==> src/hdl/hpbm_pkg.sv <==
// ----------------------------------------------------------------------------
// hpbm_pkg: shared types and constants for the hash prefix best-match block
// Field widths, result codes, configuration register indexes and the word
// types passed between pipeline stages.
// ----------------------------------------------------------------------------
package hpbm_pkg;

    // Bytes carried by the hash and target fields
    localparam int FIELD_BYTES = 20;
    localparam int FIELD_BITS  = 8 * FIELD_BYTES;

    // Count widths (up to 32 compared bytes, up to 256 equal bits)
    localparam int BYTES_W  = 6;
    localparam int SUM_W    = 9;
    localparam int BITS_W   = 8;
    localparam int ONES_W   = 4;
    localparam int TAG_W    = 10;
    localparam int TBYTES_W = 5;
    localparam int LETTER_W = 6;

    // Tag remainder arithmetic
    localparam int RECIP_SHIFT = 20;
    localparam int RECIP_W     = 21;
    localparam int PROD_W      = RECIP_W + TAG_W;
    localparam int REM_W       = 27;

    // State after reset
    localparam logic [BYTES_W-1:0] BEST_BYTES_RESET = 6'd3;
    localparam logic [BITS_W-1:0]  BEST_BITS_RESET  = 8'd24;
    localparam logic [LETTER_W-1:0] MAX_LETTERS     = 6'd32;

    // Result codes
    typedef enum logic [1:0] {
        OUT_NONE   = 2'd0,
        OUT_LONGER = 2'd1,
        OUT_ALT    = 2'd2,
        OUT_FULL   = 2'd3
    } outcome_t;

    // Configuration register indexes
    typedef enum logic [2:0] {
        CFG_TARGET_WORD0   = 3'd0,
        CFG_TARGET_WORD1   = 3'd1,
        CFG_TARGET_WORD2   = 3'd2,
        CFG_TARGET_BYTES   = 3'd3,
        CFG_LAST_BYTE_MASK = 3'd4,
        CFG_PREFIX_LETTERS = 3'd5
    } cfg_reg_t;

    // Merged counts of one word, handed to the decision stage
    typedef struct packed {
        logic [BYTES_W-1:0] match_bytes;
        logic [SUM_W-1:0]   match_bits;
        logic               full;
        logic [TAG_W-1:0]   tag;
    } merge_word_t;

    // Decision stage handshake control
    typedef struct packed {
        logic advance;
        logic take;
    } stage_ctl_t;

endpackage

==> src/hdl/hpbm_lane.sv <==
// ----------------------------------------------------------------------------
// hpbm_lane: one byte-position compare lane
// Compares one hash byte with one target byte, under the last-byte mask when
// this lane holds the last compared position, and counts the equal bits.
// ----------------------------------------------------------------------------
module hpbm_lane (
    input  logic [7:0]                  hash_byte,
    input  logic [7:0]                  target_byte,
    input  logic                        active,
    input  logic                        last,
    input  logic [7:0]                  mask,
    output logic                        byte_eq,
    output logic [hpbm_pkg::ONES_W-1:0] ones
);

    logic [7:0]                  lane_mask;
    logic [7:0]                  same;
    logic [hpbm_pkg::ONES_W-1:0] cnt;

    // Full byte unless this is the last compared position
    assign lane_mask = last ? mask : 8'hFF;
    assign same      = ~(hash_byte ^ target_byte) & lane_mask;

    // Popcount of equal bits
    always_comb
    begin
        cnt = '0;
        for (int k = 0; k < 8; k++)
        begin
            cnt = cnt + hpbm_pkg::ONES_W'(same[k]);
        end
    end

    assign byte_eq = active & ((hash_byte & lane_mask) == (target_byte & lane_mask));
    assign ones    = active ? cnt : '0;

endmodule

==> src/hdl/hpbm_merge.sv <==
// ----------------------------------------------------------------------------
// hpbm_merge: lane merge stage
// Sums the lane equal-byte flags and equal-bit counts in groups of eight,
// flags a full match and finishes the key tag remainder. Registered output.
// ----------------------------------------------------------------------------
module hpbm_merge #(
    parameter int HASH_BYTES = 20,
    parameter int TAG_COUNT  = 1024
) (
    input  logic                                          clk,
    input  logic                                          load,
    input  logic [HASH_BYTES-1:0]                         lane_eq,
    input  logic [HASH_BYTES-1:0][hpbm_pkg::ONES_W-1:0]   lane_ones,
    input  logic [hpbm_pkg::BYTES_W-1:0]                  len,
    input  logic [hpbm_pkg::TAG_W-1:0]                    tag,
    input  logic [hpbm_pkg::TAG_W-1:0]                    quot,
    output hpbm_pkg::merge_word_t                         merge_word
);

    localparam int GROUPS = (HASH_BYTES + 7) / 8;
    localparam int LANES  = GROUPS * 8;

    logic [LANES-1:0]                        eq_pad;
    logic [LANES-1:0][hpbm_pkg::ONES_W-1:0]  ones_pad;
    logic [hpbm_pkg::BYTES_W-1:0]            grp_bytes [GROUPS];
    logic [hpbm_pkg::SUM_W-1:0]              grp_bits  [GROUPS];
    logic [hpbm_pkg::BYTES_W-1:0]            sum_bytes;
    logic [hpbm_pkg::SUM_W-1:0]              sum_bits;
    logic [hpbm_pkg::REM_W-1:0]              rem_raw;
    logic [hpbm_pkg::REM_W-1:0]              rem_fix;
    hpbm_pkg::merge_word_t                   merge_next;
    hpbm_pkg::merge_word_t                   merge_reg;

    // Pad lanes up to whole groups of eight
    assign eq_pad   = LANES'(lane_eq);
    assign ones_pad = (LANES * hpbm_pkg::ONES_W)'(lane_ones);

    // Group partial sums, then the group total
    always_comb
    begin
        for (int g = 0; g < GROUPS; g++)
        begin
            grp_bytes[g] = '0;
            grp_bits[g]  = '0;
            for (int k = 0; k < 8; k++)
            begin
                grp_bytes[g] = grp_bytes[g] + hpbm_pkg::BYTES_W'(eq_pad[g*8+k]);
                grp_bits[g]  = grp_bits[g] + hpbm_pkg::SUM_W'(ones_pad[g*8+k]);
            end
        end
        sum_bytes = '0;
        sum_bits  = '0;
        for (int g = 0; g < GROUPS; g++)
        begin
            sum_bytes = sum_bytes + grp_bytes[g];
            sum_bits  = sum_bits + grp_bits[g];
        end
    end

    // Tag remainder: quotient estimate is exact or one low
    assign rem_raw = hpbm_pkg::REM_W'(tag)
                   - hpbm_pkg::REM_W'(quot) * hpbm_pkg::REM_W'(TAG_COUNT);
    assign rem_fix = (rem_raw >= hpbm_pkg::REM_W'(TAG_COUNT))
                   ? rem_raw - hpbm_pkg::REM_W'(TAG_COUNT) : rem_raw;

    always_comb
    begin
        merge_next.match_bytes = sum_bytes;
        merge_next.match_bits  = sum_bits;
        merge_next.full        = (sum_bytes == len);
        merge_next.tag         = rem_fix[hpbm_pkg::TAG_W-1:0];
    end

    // Stage register
    always_ff @(posedge clk)
    begin
        if (load)
        begin
            merge_reg <= merge_next;
        end
    end

    assign merge_word = merge_reg;

endmodule

==> src/hdl/hpbm_decide.sv <==
// ----------------------------------------------------------------------------
// hpbm_decide: best-match decision stage
// Holds the best byte and bit counts and the done flag, classifies each word
// against them and drives the output register.
// ----------------------------------------------------------------------------
module hpbm_decide #(
    parameter int ALT_MIN_BYTES = 4
) (
    input  logic                              clk,
    input  logic                              rst_n,
    input  hpbm_pkg::stage_ctl_t              ctl,
    input  hpbm_pkg::merge_word_t             merge_word,
    input  logic [hpbm_pkg::LETTER_W-1:0]     plen,
    output logic                              out_valid,
    output logic [1:0]                        outcome,
    output logic [hpbm_pkg::BYTES_W-1:0]      matched_bytes,
    output logic [hpbm_pkg::BITS_W-1:0]       equal_bits,
    output logic [hpbm_pkg::TAG_W-1:0]        result_tag,
    output logic                              search_done
);

    logic                              out_valid_reg;
    logic                              out_valid_next;
    logic [hpbm_pkg::BYTES_W-1:0]      best_bytes_reg;
    logic [hpbm_pkg::BYTES_W-1:0]      best_bytes_next;
    logic [hpbm_pkg::BITS_W-1:0]       best_bits_reg;
    logic [hpbm_pkg::BITS_W-1:0]       best_bits_next;
    logic                              found_full_reg;
    logic                              found_full_next;
    hpbm_pkg::outcome_t                outcome_reg;
    hpbm_pkg::outcome_t                outcome_next;
    logic [hpbm_pkg::BYTES_W-1:0]      mbytes_reg;
    logic [hpbm_pkg::BYTES_W-1:0]      mbytes_next;
    logic [hpbm_pkg::BITS_W-1:0]       mbits_reg;
    logic [hpbm_pkg::BITS_W-1:0]       mbits_next;
    logic [hpbm_pkg::TAG_W-1:0]        tag_reg;
    logic                              done_reg;
    logic                              done_next;
    logic [hpbm_pkg::SUM_W-1:0]        best_bits_ext;
    logic                              cand;
    logic                              same_len;

    assign best_bits_ext = hpbm_pkg::SUM_W'(best_bits_reg);
    assign same_len      = (merge_word.match_bytes == best_bytes_reg);
    assign cand          = (merge_word.match_bytes > best_bytes_reg)
                         || ((merge_word.match_bytes > hpbm_pkg::BYTES_W'(ALT_MIN_BYTES))
                             && same_len);

    // Classify the word and update the best-match state
    always_comb
    begin
        best_bytes_next = best_bytes_reg;
        best_bits_next  = best_bits_reg;
        found_full_next = found_full_reg;
        outcome_next    = hpbm_pkg::OUT_NONE;
        mbytes_next     = merge_word.match_bytes;
        mbits_next      = merge_word.match_bits[hpbm_pkg::BITS_W-1:0];
        done_next       = 1'b0;
        out_valid_next  = ctl.advance ? ctl.take : out_valid_reg;

        if (found_full_reg)
        begin
            // search already over
            mbytes_next = '0;
            mbits_next  = '0;
            done_next   = 1'b1;
        end
        else if (merge_word.full)
        begin
            outcome_next = hpbm_pkg::OUT_FULL;
            mbytes_next  = plen;
            done_next    = 1'b1;
            if (ctl.take)
            begin
                best_bytes_next = plen;
                found_full_next = 1'b1;
            end
        end
        else if (cand && (merge_word.match_bits >= best_bits_ext))
        begin
            if (same_len && (merge_word.match_bits <= best_bits_ext))
            begin
                outcome_next = hpbm_pkg::OUT_ALT;
            end
            else
            begin
                outcome_next = hpbm_pkg::OUT_LONGER;
                if (ctl.take)
                begin
                    best_bytes_next = merge_word.match_bytes;
                    if (merge_word.match_bits > best_bits_ext)
                    begin
                        best_bits_next = merge_word.match_bits[hpbm_pkg::BITS_W-1:0];
                    end
                end
            end
        end
    end

    // Control and state registers
    always_ff @(posedge clk or negedge rst_n)
    begin
        if (!rst_n)
        begin
            out_valid_reg  <= 1'b0;
            best_bytes_reg <= hpbm_pkg::BEST_BYTES_RESET;
            best_bits_reg  <= hpbm_pkg::BEST_BITS_RESET;
            found_full_reg <= 1'b0;
        end
        else
        begin
            out_valid_reg  <= out_valid_next;
            best_bytes_reg <= best_bytes_next;
            best_bits_reg  <= best_bits_next;
            found_full_reg <= found_full_next;
        end
    end

    // Output word register
    always_ff @(posedge clk)
    begin
        if (ctl.take)
        begin
            outcome_reg <= outcome_next;
            mbytes_reg  <= mbytes_next;
            mbits_reg   <= mbits_next;
            tag_reg     <= merge_word.tag;
            done_reg    <= done_next;
        end
    end

    assign out_valid     = out_valid_reg;
    assign outcome       = outcome_reg;
    assign matched_bytes = mbytes_reg;
    assign equal_bits    = mbits_reg;
    assign result_tag    = tag_reg;
    assign search_done   = done_reg;

endmodule

==> src/hdl/hash_prefix_best_match_top.sv <==
// ----------------------------------------------------------------------------
// hash_prefix_best_match_top: hash prefix best-match tracker
// Compares each hash with the configured target prefix and reports none,
// new longest, alternative or full match against the best seen so far.
// ----------------------------------------------------------------------------
// One word is accepted per cycle while in_ready is high, and its result word
// reaches the output register through these registered stages: a row of
// HASH_BYTES compare lanes (one per byte position) is registered when the
// word is accepted, a merge stage sums the lane counts and finishes the tag
// remainder into its register, and a decision stage compares against the best
// byte and bit counts and updates them as it loads the output register, so
// back-to-back words always see the state left by the word before. The
// pipeline stalls only when the output register holds a result that is not
// taken and every stage behind it is full. Configuration writes are taken
// every cycle and must only be issued while no word is in flight.
module hash_prefix_best_match_top #(
    parameter int HASH_BYTES    = 20,
    parameter int ALT_MIN_BYTES = 4,
    parameter int TAG_COUNT     = 1024
) (
    input  logic        clk,
    input  logic        rst_n,
    // configuration write channel
    input  logic        cfg_valid,
    output logic        cfg_ready,
    input  logic [2:0]  cfg_index,
    input  logic [63:0] cfg_data,
    // input channel
    input  logic        in_valid,
    output logic        in_ready,
    input  logic [63:0] hash_word0,
    input  logic [63:0] hash_word1,
    input  logic [31:0] hash_word2,
    input  logic [9:0]  key_tag,
    // result channel
    output logic        out_valid,
    input  logic        out_ready,
    output logic [1:0]  outcome,
    output logic [5:0]  matched_bytes,
    output logic [7:0]  equal_bits,
    output logic [9:0]  result_tag,
    output logic        search_done
);

    localparam int RECIP = (1 << hpbm_pkg::RECIP_SHIFT) / TAG_COUNT;

    // Configuration registers
    logic [63:0]                         target_word0_reg;
    logic [63:0]                         target_word1_reg;
    logic [31:0]                         target_word2_reg;
    logic [hpbm_pkg::TBYTES_W-1:0]       target_bytes_reg;
    logic [7:0]                          last_byte_mask_reg;
    logic [hpbm_pkg::LETTER_W-1:0]       prefix_letters_reg;

    // Clamped configuration
    logic [hpbm_pkg::BYTES_W-1:0]        len;
    logic [hpbm_pkg::LETTER_W-1:0]       plen;

    // Lane stage
    logic [hpbm_pkg::FIELD_BITS-1:0]             hash_all;
    logic [hpbm_pkg::FIELD_BITS-1:0]             target_all;
    logic [HASH_BYTES-1:0]                       lane_eq;
    logic [HASH_BYTES-1:0][hpbm_pkg::ONES_W-1:0] lane_ones;
    logic [HASH_BYTES-1:0]                       lane_eq_reg;
    logic [HASH_BYTES-1:0][hpbm_pkg::ONES_W-1:0] lane_ones_reg;
    logic [hpbm_pkg::PROD_W-1:0]                 tag_prod;
    logic [hpbm_pkg::TAG_W-1:0]                  tag_reg;
    logic [hpbm_pkg::TAG_W-1:0]                  quot_reg;

    // Pipeline control
    logic                    lane_valid_reg;
    logic                    lane_valid_next;
    logic                    merge_valid_reg;
    logic                    merge_valid_next;
    logic                    lane_adv;
    logic                    merge_adv;
    logic                    out_adv;
    hpbm_pkg::stage_ctl_t    dec_ctl;
    hpbm_pkg::merge_word_t   merge_word;

    // Configuration write decode
    assign cfg_ready = 1'b1;

    always_ff @(posedge clk or negedge rst_n)
    begin
        if (!rst_n)
        begin
            target_word0_reg   <= '0;
            target_word1_reg   <= '0;
            target_word2_reg   <= '0;
            target_bytes_reg   <= hpbm_pkg::TBYTES_W'(1);
            last_byte_mask_reg <= 8'hFF;
            prefix_letters_reg <= hpbm_pkg::LETTER_W'(1);
        end
        else if (cfg_valid && cfg_ready)
        begin
            case (cfg_index)
                hpbm_pkg::CFG_TARGET_WORD0:   target_word0_reg   <= cfg_data;
                hpbm_pkg::CFG_TARGET_WORD1:   target_word1_reg   <= cfg_data;
                hpbm_pkg::CFG_TARGET_WORD2:   target_word2_reg   <= cfg_data[31:0];
                hpbm_pkg::CFG_TARGET_BYTES:
                    target_bytes_reg <= cfg_data[hpbm_pkg::TBYTES_W-1:0];
                hpbm_pkg::CFG_LAST_BYTE_MASK: last_byte_mask_reg <= cfg_data[7:0];
                hpbm_pkg::CFG_PREFIX_LETTERS:
                    prefix_letters_reg <= cfg_data[hpbm_pkg::LETTER_W-1:0];
                default: ;
            endcase
        end
    end

    // Clamp compare length to 1..HASH_BYTES and letters to 1..32
    always_comb
    begin
        if (target_bytes_reg == '0)
            len = hpbm_pkg::BYTES_W'(1);
        else if (hpbm_pkg::BYTES_W'(target_bytes_reg) > hpbm_pkg::BYTES_W'(HASH_BYTES))
            len = hpbm_pkg::BYTES_W'(HASH_BYTES);
        else
            len = hpbm_pkg::BYTES_W'(target_bytes_reg);

        if (prefix_letters_reg == '0)
            plen = hpbm_pkg::LETTER_W'(1);
        else if (prefix_letters_reg > hpbm_pkg::MAX_LETTERS)
            plen = hpbm_pkg::MAX_LETTERS;
        else
            plen = prefix_letters_reg;
    end

    // Handshake: each stage moves when empty or when the next one moves
    assign out_adv   = !out_valid || out_ready;
    assign merge_adv = !merge_valid_reg || out_adv;
    assign lane_adv  = !lane_valid_reg || merge_adv;
    assign in_ready  = lane_adv;

    assign lane_valid_next  = lane_adv ? in_valid : lane_valid_reg;
    assign merge_valid_next = merge_adv ? lane_valid_reg : merge_valid_reg;
    assign dec_ctl.advance  = out_adv;
    assign dec_ctl.take     = merge_valid_reg && out_adv;

    always_ff @(posedge clk or negedge rst_n)
    begin
        if (!rst_n)
        begin
            lane_valid_reg  <= 1'b0;
            merge_valid_reg <= 1'b0;
        end
        else
        begin
            lane_valid_reg  <= lane_valid_next;
            merge_valid_reg <= merge_valid_next;
        end
    end

    // Compare lanes, byte 0 in the top bits
    assign hash_all   = {hash_word0, hash_word1, hash_word2};
    assign target_all = {target_word0_reg, target_word1_reg, target_word2_reg};

    for (genvar i = 0; i < HASH_BYTES; i++)
    begin : g_lane
        logic [7:0] hb;
        logic [7:0] tb;

        // positions past the hash field read as zero
        if (i < hpbm_pkg::FIELD_BYTES)
        begin : g_field
            assign hb = hash_all[hpbm_pkg::FIELD_BITS-1-8*i -: 8];
            assign tb = target_all[hpbm_pkg::FIELD_BITS-1-8*i -: 8];
        end
        else
        begin : g_zero
            assign hb = 8'h00;
            assign tb = 8'h00;
        end

        hpbm_lane u_lane (
            .hash_byte   (hb),
            .target_byte (tb),
            .active      (hpbm_pkg::BYTES_W'(i) < len),
            .last        (hpbm_pkg::BYTES_W'(i + 1) == len),
            .mask        (last_byte_mask_reg),
            .byte_eq     (lane_eq[i]),
            .ones        (lane_ones[i])
        );
    end

    // Tag quotient estimate by reciprocal multiply
    assign tag_prod = hpbm_pkg::PROD_W'(key_tag) * hpbm_pkg::PROD_W'(RECIP);

    // Lane result register
    always_ff @(posedge clk)
    begin
        if (lane_adv)
        begin
            lane_eq_reg   <= lane_eq;
            lane_ones_reg <= lane_ones;
            tag_reg       <= key_tag;
            quot_reg      <= tag_prod[hpbm_pkg::RECIP_SHIFT+hpbm_pkg::TAG_W-1:
                                      hpbm_pkg::RECIP_SHIFT];
        end
    end

    // Merge stage
    hpbm_merge #(
        .HASH_BYTES (HASH_BYTES),
        .TAG_COUNT  (TAG_COUNT)
    ) u_merge (
        .clk        (clk),
        .load       (merge_adv),
        .lane_eq    (lane_eq_reg),
        .lane_ones  (lane_ones_reg),
        .len        (len),
        .tag        (tag_reg),
        .quot       (quot_reg),
        .merge_word (merge_word)
    );

    // Decision stage and output register
    hpbm_decide #(
        .ALT_MIN_BYTES (ALT_MIN_BYTES)
    ) u_decide (
        .clk           (clk),
        .rst_n         (rst_n),
        .ctl           (dec_ctl),
        .merge_word    (merge_word),
        .plen          (plen),
        .out_valid     (out_valid),
        .outcome       (outcome),
        .matched_bytes (matched_bytes),
        .equal_bits    (equal_bits),
        .result_tag    (result_tag),
        .search_done   (search_done)
    );

endmodule

==> config.mk <==
export PLATFORM = sky130hd
export DESIGN_NAME = hash_prefix_best_match_top
export DESIGN_NICKNAME = d
export VERILOG_FILES = /design/src/hdl/hpbm_pkg.sv /design/src/hdl/hpbm_lane.sv /design/src/hdl/hpbm_merge.sv /design/src/hdl/hpbm_decide.sv /design/src/hdl/hash_prefix_best_match_top.sv
export SDC_FILE = /design/constraint.sdc
export NUM_CORES = 1
export LEC_CHECK = 0
export BUFFER_PORTS_ARGS = -buffer_cell sky130_fd_sc_hd__buf_2
export CORE_MARGIN = 8
export CORE_UTILIZATION = 30
export CTS_BUF_LIST = sky130_fd_sc_hd__clkbuf_4 sky130_fd_sc_hd__clkbuf_8
export DETAILED_ROUTE_END_ITERATION = 8
export PLACE_DENSITY = 0.52
export SLEW_MARGIN = 25
export SYNTH_ARGS = -nofsm -noshare
export SYNTH_HDL_FRONTEND = slang
export SYNTH_SLANG_ARGS = --single-unit
==> constraint.sdc <==
create_clock -name clk -period 12.05 [get_ports clk]
set_clock_uncertainty 0.05 [all_clocks]
set_input_delay 2.41 -clock clk [delete_from_list [all_inputs] [get_ports clk]]
set_output_delay 2.41 -clock clk [all_outputs]
set_load 0.05 [all_outputs]
==> results of run 1 <==
-- Yosys cell counts, drive strengths merged (5+ instances only) --
cell	number
o21ai	92
a2111oi	8
o22ai	11
and2	5
mux2i	6
buf	19
nand2b	19
a221oi	8
edfxtp	162
dfrtp	183
nor2b	58
mux2	184
xnor2	99
fa	161
nor4	9
nor2	157
or2	8
a21oi	135
nor4b	7
nor3	12
xor2	98
clkbuf	69
nand2	142
a21boi	6
inv	264
nand3	24
o21a	5
nand4b	6
a21o	19
a31oi	14
ha	111
dfstp	14
-- routing by layer --
layer | GRT usage [%] | routed length (µm) | share of wire (%) | vias up
li1 | - | - | - | 7909
met1 | 21.6 | 32600 | 42 | 8602
met2 | 29.8 | 38100 | 49 | 629
met3 | 3.69 | 4800 | 6.1 | 153
met4 | 6.17 | 2840 | 3.6 | 4
met5 | 0 | 23 | 0.029 | -
-- final cells by class --
type	count	area [µm²]
multi-input cells	1469	12900
clock buffers	104	1310
diodes	1	2.50
clock inverters	27	340
inverters	264	991
flip-flops and latches	359	9810
well taps	1050	1310
repair buffers	300	1590
fillers	7856	50800
-- kinds of logic (layout without fill, tap and decap cells) --
group / after synthesis / in the layout / synth area share (%)
buf+inv: 352 / 695 / 5.60
flops: 359 / 359 / 41.0
mux: 190 / 190 / 8.92
compound gates: 338 / 338 / 8.46
simple gates: 471 / 471 / 9.46
fa+ha+maj: 272 / 272 / 19.3
xor+xnor: 197 / 197 / 7.22
other cells: 1 / 2 / 0.0157
-- critical path: cells and delay by family --
kind,cells,cell delay (ns)
AND/OR/NAND/NOR,2,0.12
buffers and inverters,3,1.11
-- final timing paths --
check / from / end / slack, ns / cells past startpoint
max in group asynchronous: rst_n / target_word1_reg[54]$_DFFE_PN0P_ / 8.83 / 2
setup reg to reg: lane_ones_reg[32]$_SDFFCE_PN0P_ / u_merge.merge_word[18]$_DFFE_PP_ / 5.95 / 18
hold / removal: u_merge.merge_word[1]$_DFFE_PP_ / u_decide.result_tag[1]$_DFFE_PP_ / 0.37 / 0
hold reg to reg: u_merge.merge_word[1]$_DFFE_PP_ / u_decide.result_tag[1]$_DFFE_PP_ / 0.37 / 0
setup / recovery: out_ready / in_ready / 5.91 / 5
min in group asynchronous: rst_n / target_word1_reg[15]$_DFFE_PN0P_ / 1.74 / 1
-- metrics by stage --
stage	area [µm²]	cells	hold WS, ns	worst slack, ns
final	28200	3574	0.367	5.91
after global routing	28200	3573	0.374	5.61
after CTS	28200	3573	0.368	5.87
after floorplan	23900	2180	0.350	4.22
after global placement	26600	3442	0.354	5.89
after detailed placement	26600	3442	0.355	5.87
==> qor.txt, run 1 <==
NumNets Final = 2980
Setup-failing EPs final = 0
final worst path period need = 6.14 ns
I/O pins = 272
synth-to-layout area growth = 18.1%
EDFF count, synth = 162
area of the die = 89000 µm²
kind of critical path = input port to primary output
fin util = 35.7%
IO Port Bufs = 270
Synth area leader = edfxtp_1
crit-path cells = buf_2, nor2b_4, nand3_4, buf_4, buf_2
CTS resizes = 0
Skew-Pair Late Insertion Delay = 0.67 ns
die width = 298 µm
Yosys warnings = 0
Worst EP arrival = 3.68 ns
GRT overflow = 0
commonest non-fill, non-tap cell in the layout = buf_2
register area share after synthesis = 41.0%
DP HPWL = 59800 µm
via count = 17297
die height = 298 µm
Final Hold Vio Count = 0
Routed WL per cell = 21.9 µm
Root Buffer = clkbuf_8
# DRC = 0
Worst setup EP type = primary output
Startpoint Class = input port
most used cell, CP = buf_2
Max Clock Freq = 163 MHz
Tcrit/Tclk final = 50.9%
RSZ-0062 raised after global routing = false
max FFs per register = 80
Critical Path RT = 9.59 ns
Clock Tree Buf Depth = 3
FFs w/ async S/R, synth = 54.9%
via count of the first global-routing pass = 18847
Initial DRT Pass Iterations = 6
drt via density = 4.84
max-cap violations = 0
Total GRT Usage = 17.4%
critical path's largest stage delay = 0.61 ns
worst hold path class = flop to flop
ys flop type = dfrtp_1
slowest library cell on the worst path = buf_4
syn_nets = 2694
Slew Limit Fails = 0
#FFs+latches synth = 359
status = complete, no violations
share of the synthesized area in the top cell type = 20.3%
Final TNS setup = 0 ns
max_slew headroom = 28.9%
CTS H-tree depth = 3
Synth Area per Inst = 11.0 µm²
drt total wl = 78400 µm
Num CTS Buffers = 72
core area = 79000 µm²
most frequent cells in the layout = 269 x buf_2, 264 x inv_1, 184 x mux2_2, 183 x dfrtp_1, 162 x edfxtp_1
ranking of synthesized cells by area = edfxtp_1 20%, dfrtp_1 19%, fa_1 13%, mux2_2 8.7%, ha_1 5.8%
hold buffer count at cts = 0
Worst-path clk slew = 0.06 ns
Starting Density = 30.3%
Routed Antenna Nets = 0
row count = 103
number of distinct library cells after synthesis = 74
largest net degree at the start of global routing = 80
worst-path maximum fanout = 61
Mapped Cells = 2180
CTS tree = built
Final Wtd Congestion = 0.912
DR iter-0 viols = 1092
share of cells above drive strength 1 = 26.0%
initial antenna violation count = 2
Post-CTS Setup Inserts = 0
Mapped Area = 23900 µm²
CTS sink cnt = 359
first-pass GRT wire length = 118000 µm
Slew @ Worst Pin = 1.06 ns
Power of run 1 is left out: the tool's default activity adds up to more than one toggle a clock period on the data nets, which glitch-free logic cannot reach.
==> run 2: changes to the inputs <==
--- a/config.mk
+++ b/config.mk
@@ -10,7 +10,7 @@
 export CORE_UTILIZATION = 30
 export CTS_BUF_LIST = sky130_fd_sc_hd__clkbuf_4 sky130_fd_sc_hd__clkbuf_8
 export DETAILED_ROUTE_END_ITERATION = 8
-export PLACE_DENSITY = 0.52
+export PLACE_DENSITY = 0.53
 export SLEW_MARGIN = 25
 export SYNTH_ARGS = -nofsm -noshare
 export SYNTH_HDL_FRONTEND = slang
==> constraint.sdc (replaced) <==
create_clock -name clk -period 5 [get_ports clk]
set_clock_uncertainty 0.05 [all_clocks]
set_input_delay 1 -clock clk [delete_from_list [all_inputs] [get_ports clk]]
set_output_delay 1 -clock clk [all_outputs]
set_load 0.05 [all_outputs]
==> qor.txt, run 2 (same netlist as run 1, synthesis figures left out) <==
Startpoint Class = flop
IO Port Bufs = 270 (unchanged)
GRT overflow = 0 (unchanged)
die height = 298 µm (unchanged)
Final Hold Vio Count = 0 (unchanged)
I/O pins = 272 (unchanged)
Worst-path clk slew = 0.06 ns (about the same)
Num CTS Buffers = 73 (+1.4%)
pre-CTS setup slack = -0.538 ns (-6.41 ns)
final worst path period need = 5.50 ns
most frequent cells in the layout = 269 x buf_2, 256 x inv_1, 184 x mux2_2, 182 x dfrtp_1, 162 x edfxtp_1
Routed Antenna Nets = 0 (unchanged)
Skew-Pair Late Insertion Delay = 0.69 ns (+0.02 ns)
kind of critical path = flop to flop
die width = 298 µm (unchanged)
CTS tree = built
Worst setup EP type = flop
NumNets Final = 3058 (+2.6%)
synth-to-layout area growth = 21.2%
Slew @ Worst Pin = 1.08 ns (+0.0144 ns)
max-cap violations = 0 (unchanged)
initial antenna violation count = 3 (+1)
Routed WL per cell = 22.0 µm (+0.29%)
commonest non-fill, non-tap cell in the layout = buf_2
Worst EP arrival = 5.85 ns (+2.17 ns)
Slew Limit Fails = 0 (unchanged)
core area = 79000 µm² (unchanged)
row count = 103 (unchanged)
fin util = 36.7% (+0.95 points)
Initial DRT Pass Iterations = 6 (unchanged)
Starting Density = 30.3% (unchanged)
area of the die = 89000 µm² (unchanged)
Root Buffer = clkbuf_8
Fill cells = 7821 (-0.45%)
drt via density = 4.86 (+0.38%)
Clock Tree Buf Depth = 3 (unchanged)
DP HPWL = 63200 µm (+5.8%)
via count = 17752 (+2.6%)
# DRC = 0 (unchanged)
worst hold path class = input port to async pin
status = complete, but fails checks
Max Clock Freq = 182 MHz
RSZ-0062 raised after global routing = true
Total GRT Usage = 17.8% (+0.34 points)
failing checks = setup timing
Final Wtd Congestion = 0.886 (-2.8%)
share of cells above drive strength 1 = 29.4% (+3.3 points)
max_slew headroom = 27.8% (-1.1 points)
first-pass GRT wire length = 119000 µm (+1.1%)
DR iter-0 viols = 1085 (-0.64%)
Critical Path RT = 5.35 ns (-4.24 ns)
R2R cell count = 18 (unchanged)
via count of the first global-routing pass = 19265 (+2.2%)
Final TNS setup = -2.72 ns (-2.72 ns)
CTS sink cnt = 359 (unchanged)
max FFs per register = 80 (unchanged)
Tcrit/Tclk final = 110%
Setup-failing EPs final = 7 (+7)
worst-path maximum fanout = 2 (-97%)
Final WS setup = -0.503 ns (-6.41 ns)
drt total wl = 80400 µm (+2.5%)
CTS H-tree depth = 3 (unchanged)
largest net degree at the start of global routing = 92 (+15%)
==> run 2: repair_timing <==
action	CTS	global route
pin swaps	5	8
cloned	0	0
buffers inserted	5	3
endpoints found under the setup margin	7	10
resized for setup	9	14
hold buffers	0	0
==> run 2: routing by layer <==
| layer | vias to the layer above | part of all wire [%] | GRT usage, % |
|---|---|---|---|
| met5 | - | 0.016 | 0 |
| met1 | 8860 | 43 | 22.6 |
| li1 | 8055 | - | - |
| met3 | 163 | 7.3 | 4.70 |
| met4 | 2 | 3.8 | 6.64 |
| met2 | 672 | 46 | 28.9 |
==> run 2: area by class of cell <==
class                           instances  area (µm²)  area share (%)
Inverter                              264         991            3.42
Clock buffer                          109        1360            4.70
Sequential cell                       359        9810            33.9
Antenna cell                            1        2.50         0.00863
Clock inverter                         25         267           0.919
Tap cell                             1050        1310            4.53
Multi-Input combinational cell       1469       13000            44.9
Timing Repair Buffer                  377        2230            7.69
==> run 2: per-stage QoR <==
stage	hold slack [ns]	cell area, µm²	instances
2_1_floorplan	0.350	24000	2180
6_report	0.336	29000	3654
3_3_place_gp	0.353	27200	3516
5_1_grt	0.361	29000	3654
3_5_place_dp	0.355	27200	3516
4_1_cts	0.329	28900	3654
==> run 2: critical path, stage by stage, from the launching register on <==
cell and delay [ns]:
edfxtp_1 0.35, ha_2 0.20, inv_2 0.04, fa_2 0.52, inv_2 0.04, fa_1 0.48
fa_1 0.53, fa_1 0.43, fa_1 0.49, inv_1 0.05, fa_1 0.45, fa_1 0.51
inv_2 0.06, fa_2 0.38, a21o_1 0.17, a21oi_2 0.13, o21bai_1 0.10, a21oi_2 0.16
o21ai_1 0.08
==> run 2: worst paths after layout <==
check | from | end | slack [ns]
max in group asynchronous | rst_n | target_word0_reg[40]$_DFFE_PN0P_ | 3.49
max | lane_ones_reg[0]$_SDFFCE_PP0P_ | u_merge.merge_word[19]$_DFFE_PP_ | -0.50
min reg2reg | u_merge.merge_word[2]$_DFFE_PP_ | u_decide.result_tag[2]$_DFFE_PP_ | 0.37
max reg2reg | lane_ones_reg[0]$_SDFFCE_PP0P_ | u_merge.merge_word[19]$_DFFE_PP_ | -0.50
min in group clk | u_merge.merge_word[2]$_DFFE_PP_ | u_decide.result_tag[2]$_DFFE_PP_ | 0.37
min | rst_n | prefix_letters_reg[5]$_DFFE_PN0P_ | 0.34
Power of run 2 is left out for the same reason.
